$ cat src/hdl/bse_pkg.sv
// Shared types and constants for the Base64 stream encoder.
// Holds the queue entry type and the sextet-to-character lookup.
// No dependencies.
package bse_pkg;

    localparam int QUEUE_DEPTH = 2;
    localparam int CHARS_PER_ENTRY = 4;

    localparam logic [6:0] PAD_CHAR = 7'h3D;
    localparam logic [6:0] PLUS_CHAR = 7'h2B;
    localparam logic [6:0] SLASH_CHAR = 7'h2F;
    localparam logic [6:0] UPPER_A = 7'h41;
    localparam logic [6:0] LOWER_A = 7'h61;
    localparam logic [6:0] DIGIT_0 = 7'h30;

    localparam logic [1:0] PHASE_START = 2'd0;
    localparam logic [1:0] PHASE_ONE = 2'd1;
    localparam logic [1:0] PHASE_TWO = 2'd2;

    typedef logic [1:0] phase_t;

    typedef struct packed {
        logic [CHARS_PER_ENTRY-1:0][6:0] chars;
        logic [1:0]                      last_idx;
        logic                            final_flag;
    } entry_t;

    function automatic logic [6:0] sextet_char(input logic [5:0] v);
        logic [6:0] vv;
        logic [6:0] ch;
        vv = {1'b0, v};
        if (v < 6'd26)
        begin
            ch = UPPER_A + vv;
        end
        else if (v < 6'd52)
        begin
            ch = LOWER_A + vv - 7'd26;
        end
        else if (v < 6'd62)
        begin
            ch = DIGIT_0 + vv - 7'd52;
        end
        else if (v == 6'd62)
        begin
            ch = PLUS_CHAR;
        end
        else
        begin
            ch = SLASH_CHAR;
        end
        return ch;
    endfunction

endpackage

$ cat src/hdl/bse_front.sv
// Front end: takes one byte per transfer and builds a queue entry of characters.
// Keeps leftover bits and group phase. Depends on bse_pkg.
module bse_front
    import bse_pkg::*;
(
    input  logic       clk,
    input  logic       rst_n,
    input  logic       byte_valid,
    input  logic       queue_full,
    input  logic [7:0] data_byte,
    input  logic       final_byte,
    output logic       push,
    output entry_t     push_entry
);

    logic [3:0] leftover_reg;
    logic [3:0] leftover_next;
    phase_t     phase_reg;
    phase_t     phase_next;
    phase_t     np;
    logic [3:0] nl;
    entry_t     e;

    assign push = byte_valid && !queue_full;

    always_comb
    begin
        e = '0;
        nl = 4'd0;
        np = PHASE_START;
        unique case (phase_reg)
            PHASE_ONE:
            begin
                e.chars[0] = sextet_char({leftover_reg[1:0], data_byte[7:4]});
                e.last_idx = 2'd0;
                nl = data_byte[3:0];
                np = PHASE_TWO;
            end
            PHASE_TWO:
            begin
                e.chars[0] = sextet_char({leftover_reg, data_byte[7:6]});
                e.chars[1] = sextet_char(data_byte[5:0]);
                e.last_idx = 2'd1;
                nl = 4'd0;
                np = PHASE_START;
            end
            default:
            begin
                e.chars[0] = sextet_char(data_byte[7:2]);
                e.last_idx = 2'd0;
                nl = {2'b00, data_byte[1:0]};
                np = PHASE_ONE;
            end
        endcase

        leftover_next = nl;
        phase_next = np;
        if (final_byte)
        begin
            e.final_flag = 1'b1;
            if (np == PHASE_ONE)
            begin
                e.chars[1] = sextet_char({nl[1:0], 4'b0000});
                e.chars[2] = PAD_CHAR;
                e.chars[3] = PAD_CHAR;
                e.last_idx = 2'd3;
            end
            else if (np == PHASE_TWO)
            begin
                e.chars[1] = sextet_char({nl, 2'b00});
                e.chars[2] = PAD_CHAR;
                e.last_idx = 2'd2;
            end
            leftover_next = 4'd0;
            phase_next = PHASE_START;
        end
    end

    assign push_entry = e;

    always_ff @(posedge clk or negedge rst_n)
    begin
        if (!rst_n)
        begin
            leftover_reg <= 4'd0;
            phase_reg <= PHASE_START;
        end
        else if (push)
        begin
            leftover_reg <= leftover_next;
            phase_reg <= phase_next;
        end
    end

    a_phase_range: assert property (@(posedge clk) disable iff (!rst_n)
        phase_reg != 2'd3)
        else $error("group phase left its range");

endmodule

$ cat src/hdl/bse_queue.sv
// Two-entry queue between front and back ends.
// Holds encoded character groups in flip-flops. Depends on bse_pkg.
module bse_queue
    import bse_pkg::*;
(
    input  logic   clk,
    input  logic   rst_n,
    input  logic   push,
    input  entry_t push_entry,
    input  logic   pop,
    output logic   full,
    output logic   head_valid,
    output entry_t head_entry
);

    localparam int PW = $clog2(QUEUE_DEPTH);
    localparam int CW = $clog2(QUEUE_DEPTH + 1);

    entry_t          entry_reg [QUEUE_DEPTH];
    logic [PW-1:0]   wr_ptr_reg;
    logic [PW-1:0]   rd_ptr_reg;
    logic [CW-1:0]   count_reg;
    logic [CW-1:0]   count_next;

    assign full = (count_reg == CW'(QUEUE_DEPTH));
    assign head_valid = (count_reg != '0);
    assign head_entry = entry_reg[rd_ptr_reg];

    always_comb
    begin
        count_next = count_reg;
        if (push && !pop)
        begin
            count_next = count_reg + 1'b1;
        end
        else if (pop && !push)
        begin
            count_next = count_reg - 1'b1;
        end
    end

    always_ff @(posedge clk)
    begin
        if (push)
        begin
            entry_reg[wr_ptr_reg] <= push_entry;
        end
    end

    always_ff @(posedge clk or negedge rst_n)
    begin
        if (!rst_n)
        begin
            wr_ptr_reg <= '0;
            rd_ptr_reg <= '0;
            count_reg <= '0;
        end
        else
        begin
            if (push)
            begin
                wr_ptr_reg <= (wr_ptr_reg == PW'(QUEUE_DEPTH - 1)) ? '0 : wr_ptr_reg + 1'b1;
            end
            if (pop)
            begin
                rd_ptr_reg <= (rd_ptr_reg == PW'(QUEUE_DEPTH - 1)) ? '0 : rd_ptr_reg + 1'b1;
            end
            count_reg <= count_next;
        end
    end

    a_count_range: assert property (@(posedge clk) disable iff (!rst_n)
        count_reg <= CW'(QUEUE_DEPTH))
        else $error("queue count overflow");

    a_ptr_match: assert property (@(posedge clk) disable iff (!rst_n)
        (count_reg == '0 || full) |-> wr_ptr_reg == rd_ptr_reg)
        else $error("queue pointers disagree with count");

    a_no_pop_empty: assert property (@(posedge clk) disable iff (!rst_n)
        pop |-> head_valid)
        else $error("pop from empty queue");

endmodule

$ cat src/hdl/bse_back.sv
// Back end: walks each queue entry one character per transfer.
// Drives the registered output channel. Depends on bse_pkg.
module bse_back
    import bse_pkg::*;
(
    input  logic       clk,
    input  logic       rst_n,
    input  logic       head_valid,
    input  entry_t     head_entry,
    output logic       pop,
    input  logic       char_stall,
    output logic       char_valid,
    output logic [6:0] code_char,
    output logic       final_char
);

    logic [1:0] idx_reg;
    logic       valid_reg;
    logic [6:0] char_reg;
    logic       final_reg;
    logic       load;
    logic       last;

    assign load = !valid_reg || !char_stall;
    assign last = (idx_reg == head_entry.last_idx);
    assign pop = load && head_valid && last;

    always_ff @(posedge clk or negedge rst_n)
    begin
        if (!rst_n)
        begin
            idx_reg <= 2'd0;
            valid_reg <= 1'b0;
        end
        else if (load)
        begin
            valid_reg <= head_valid;
            if (head_valid)
            begin
                idx_reg <= last ? 2'd0 : idx_reg + 2'd1;
            end
        end
    end

    always_ff @(posedge clk)
    begin
        if (load && head_valid)
        begin
            char_reg <= head_entry.chars[idx_reg];
            final_reg <= head_entry.final_flag && last;
        end
    end

    assign char_valid = valid_reg;
    assign code_char = char_reg;
    assign final_char = final_reg;

    a_idx_bound: assert property (@(posedge clk) disable iff (!rst_n)
        head_valid |-> idx_reg <= head_entry.last_idx)
        else $error("character index past end of entry");

    a_idx_idle: assert property (@(posedge clk) disable iff (!rst_n)
        !head_valid |-> idx_reg == 2'd0)
        else $error("character index not rewound while queue empty");

endmodule

$ cat src/hdl/base64_stream_encoder_top.sv
// Base64 stream encoder: one byte per input transfer, one character per output transfer.
// The first character of a byte passes the queue write, then the output register.
// Throughput: one character per cycle while char_stall is low, set by the output register;
// a byte yields one or two characters, a final byte two to four. A two-entry queue lets
// bytes enter while characters drain.
// Reset (rst_n low, asynchronous) clears phase, leftover bits, queue and output valid.
module base64_stream_encoder_top
    import bse_pkg::*;
(
    input  logic       clk,
    input  logic       rst_n,
    input  logic       byte_valid,
    output logic       byte_stall,
    input  logic [7:0] data_byte,
    input  logic       final_byte,
    output logic       char_valid,
    input  logic       char_stall,
    output logic [6:0] code_char,
    output logic       final_char
);

    logic   push;
    logic   pop;
    logic   full;
    logic   head_valid;
    entry_t push_entry;
    entry_t head_entry;

    assign byte_stall = full;

    bse_front u_front (
        .clk        (clk),
        .rst_n      (rst_n),
        .byte_valid (byte_valid),
        .queue_full (full),
        .data_byte  (data_byte),
        .final_byte (final_byte),
        .push       (push),
        .push_entry (push_entry)
    );

    bse_queue u_queue (
        .clk        (clk),
        .rst_n      (rst_n),
        .push       (push),
        .push_entry (push_entry),
        .pop        (pop),
        .full       (full),
        .head_valid (head_valid),
        .head_entry (head_entry)
    );

    bse_back u_back (
        .clk        (clk),
        .rst_n      (rst_n),
        .head_valid (head_valid),
        .head_entry (head_entry),
        .pop        (pop),
        .char_stall (char_stall),
        .char_valid (char_valid),
        .code_char  (code_char),
        .final_char (final_char)
    );

endmodule

$ cat config.mk
export PLATFORM = sky130hd
export DESIGN_NAME = base64_stream_encoder_top
export DESIGN_NICKNAME = d
export VERILOG_FILES = /design/src/hdl/bse_pkg.sv /design/src/hdl/bse_front.sv /design/src/hdl/bse_queue.sv /design/src/hdl/bse_back.sv /design/src/hdl/base64_stream_encoder_top.sv
export SDC_FILE = /design/constraint.sdc
export NUM_CORES = 1
export LEC_CHECK = 0
export ABC_AREA = 1
export BUFFER_PORTS_ARGS = -buffer_cell sky130_fd_sc_hd__buf_2
export CAP_MARGIN = 15
export CORE_MARGIN = 2
export CORE_UTILIZATION = 45
export CTS_BUF_LIST = sky130_fd_sc_hd__clkbuf_2 sky130_fd_sc_hd__clkbuf_4 sky130_fd_sc_hd__clkbuf_8
export CTS_CLUSTER_DIAMETER = 120
export DETAILED_ROUTE_END_ITERATION = 16
export PLACE_DENSITY = 0.72
export RECOVER_POWER = 100
export SYNTH_ARGS = -nofsm -noshare
export SYNTH_HDL_FRONTEND = slang
export SYNTH_SLANG_ARGS = --single-unit
export TNS_END_PERCENT = 1
$ cat constraint.sdc
create_clock -name clk -period 4 [get_ports clk]
set_input_delay 0.2 -clock clk [delete_from_list [all_inputs] [get_ports clk]]
set_output_delay 0.2 -clock clk [all_outputs]
set_load 0.005 [all_outputs]
==> impl_metrics.json <==
{
  "io_pins": 23,
  "synthToLayoutAreaGrowth_pct": 7.732,
  "syn_avg_cell_area_um2": 7.475,
  "synthCells": 578,
  "hpwl_mm": 7.761,
  "max_freq_mhz": 387.9,
  "drt_iter0_drc": 339,
  "cp-end-kind": "flip-flop",
  "relSlewSlack_pct": 30.81,
  "cts-buffers-inserted": 9,
  "clock_latency_ns": 0.33,
  "grt_first_pass_wirelength_mm": 17.12,
  "hold_slack_ns": 0.08653,
  "worst_slew_pin_slew_ns": 1.038,
  "drt-vias-per-instance": 5.364,
  "drtPass1Iterations": 6,
  "p_per_area_nw_per_um2": 634.2,
  "nets": 632,
  "vdd_drop_max_mv": 0.2739,
  "diodes": 0,
  "clk_pin_slew_ns": 0.06,
  "outcome": "finished clean",
  "num_rows": 35,
  "port_buffers": 22,
  "path_max_fanout": 25,
  "wl_mm": 10.37,
  "ys_seq_area_share_pct": 38.11,
  "finalCritPeriodShare_pct": 64.45,
  "post-place-ws_ns": 1.601,
  "grt_usage_pct": 20.93,
  "power_mw": 2.952,
  "layout.cells.non_filler": 728,
  "setup_ws_ns": 1.422,
  "rsz0062_at_grt": "false",
  "synth_warnings": 0,
  "overflow": 0,
  "yosysUniqueCellTypes": 33,
  "hold_viol_final": 0,
  "final-setup-viol-count": 0,
  "arrival_ns": 2.79,
  "finalMaxSlewViolations": 0,
  "seq_area_um2": 1647,
  "die_y_um": 102.0,
  "remaining_drc_errors": 0,
  "antenna_found_initial": 0,
  "cts_sinks": 57,
  "drv_cap": 0,
  "critPathRequiredTime_ns": 4.21,
  "largest_register_ffs": 36,
  "via_count": 3905,
  "clk_path_buf_depth": 2,
  "cts_tree": "done",
  "synth.cell_area_um2": 4320,
  "hold_path.class": "input pin to flip-flop",
  "yosysTopAreaCellShare_pct": 30.58,
  "cp-start-kind": "flip-flop",
  "first_global_vias": 3631,
  "start_util_pct": 46.54,
  "cts_htree_levels": 3,
  "synth_nets": 616,
  "nFillCells": 934,
  "p_leak_nw": 2.077,
  "grt_max_degree": 26,
  "place_inst": 711,
  "finalSetupTns_ns": 0,
  "synth-seq-cells": 57,
  "multi_input_area_um2": 2266,
  "design.core.area_um2": 9284,
  "ctsResizeCount": 0,
  "synth_largest_area_cell": "edfxtp_1",
  "clockRootBuffer": "clkbuf_8",
  "gp_congestion": 0.9876,
  "ys_top_cells_by_area": "edfxtp_1 31%, nand2_1 15%, nand3_1 9.2%, dfrtp_1 7.5%, ha_1 7.2%",
  "drive_gt1_share_pct": 10.02,
  "ant_nets": 0,
  "die_area_um2": 10400,
  "finalWorstPathRequiredPeriod_ns": 2.578,
  "chipWidth_um": 102.0,
  "wl_per_cell_um": 14.24,
  "fin_skew_ns": 0.007964,
  "worstSetupPathType": "flip-flop to flip-flop"
}
[what timing repair did]
action | CTS | global route
endpoints found under the hold margin | 13 | 0
buffers inserted | 0 | 0
hold buffers | 1 | 0
[cells by family (layout without fill, tap and decap cells)]
logic type / Yosys count / after routing / share of synthesized area [%]
DFF: 57 / 57 / 38.11
adders and majority gates: 25 / 25 / 7.240
and+or+nand+nor: 306 / 306 / 31.65
AOI/OAI and AO/OA: 82 / 82 / 10.51
xor gates and xnor gates: 18 / 18 / 3.649
buffers and inverters: 90 / 111 / 8.833
[through the flow]
step | util [%] | cell area [um2]
floorplan | - | 4320
global placement | 48.37 | 4491
global route | 50.13 | 4654
finish | 50.13 | 4654
CTS | 50.63 | 4701
detailed placement | 48.37 | 4491
[critical path: stages, from the launching register on]
cell     delay (ns)
dfrtp_1        0.80
inv_1          0.37
nand2_1        0.14
nand2_1        0.07
xor2_1         0.17
nand3_1        0.18
ha_1           0.35
a21oi_1        0.11
o21ai_0        0.11
xor2_1         0.15
[cell usage in the layout, fill, tap and decap left out, types with 2 or more instances in the layout]
cell type	synthesis	layout
nand2_1	167	168
nand3_1	79	80
a21oi_1	31	31
inv_2	19	16
o21ai_1	6	3
edfxtp_1	44	44
clkbuf_1	4	12
xnor2_1	5	5
o22ai_1	6	6
o21ai_2	3	2
o211ai_1	10	10
clkinv_1	2	3
nand4_1	5	5
dfrtp_1	13	13
nor3_1	2	2
nor2_1	34	36
xor2_1	13	13
ha_1	25	25
clkinv_2	0	2
nor2_4	8	6
buf_2	9	12
nand3_2	3	2
clkinvlp_4	0	2
inv_1	48	50
nand2_2	3	2
clkbuf_8	0	10
o21ai_0	26	30
[synth_stat cells (all sizes together)]
master,number
a21oi,31
buf,16
clkbuf,4
clkinv,2
dfrtp,13
edfxtp,44
ha,25
inv,68
nand2,171
nand3,82
nand3b,1
nand4,5
nor2,43
nor3,2
o211ai,10
o21ai,35
o22ai,6
or2,2
xnor2,5
xor2,13
[routing by layer]
metal	track usage (%)	vias up	wire (um)
li1	-	1945	-
met1	27.68	1769	4580
met2	34.92	163	4959
met3	2.394	28	608
met4	8.821	0	220
met5	0	-	0
[layout make-up]
| cell class | instances | share of cell area [%] |
|---|---|---|
| Clock buffer | 11 | 3.118 |
| Tap cell | 129 | 3.468 |
| Multi-Input combinational cell | 431 | 48.68 |
| Timing Repair Buffer | 25 | 2.473 |
| Inverter | 70 | 5.699 |
| Sequential cell | 57 | 35.38 |
| Clock inverter | 5 | 1.183 |
[power breakdown]
part	switching [mW]	internal (mW)	total, mW
logic	0.896	0.426	1.32
clock network	0.217	0.309	0.526
registers	0.141	0.964	1.10
[path summary, 6_finish.rpt]
path	start	to	slack [ns]	depth (start not counted)
worst max-delay path	u_queue.rd_ptr_reg	u_queue.count_reg[1]	1.42	9
worst min-delay path	char_stall	u_back.char_valid	0.09	3
worst max register to register	u_queue.rd_ptr_reg	u_queue.count_reg[1]	1.42	9
worst min register to register	u_back.char_valid	u_back.char_valid	0.51	2
max in group asynchronous	rst_n	u_front.phase_reg[0]	3.12	2
min in group asynchronous	rst_n	u_back.char_valid	0.43	2
(Power assumes the default switching activity.)
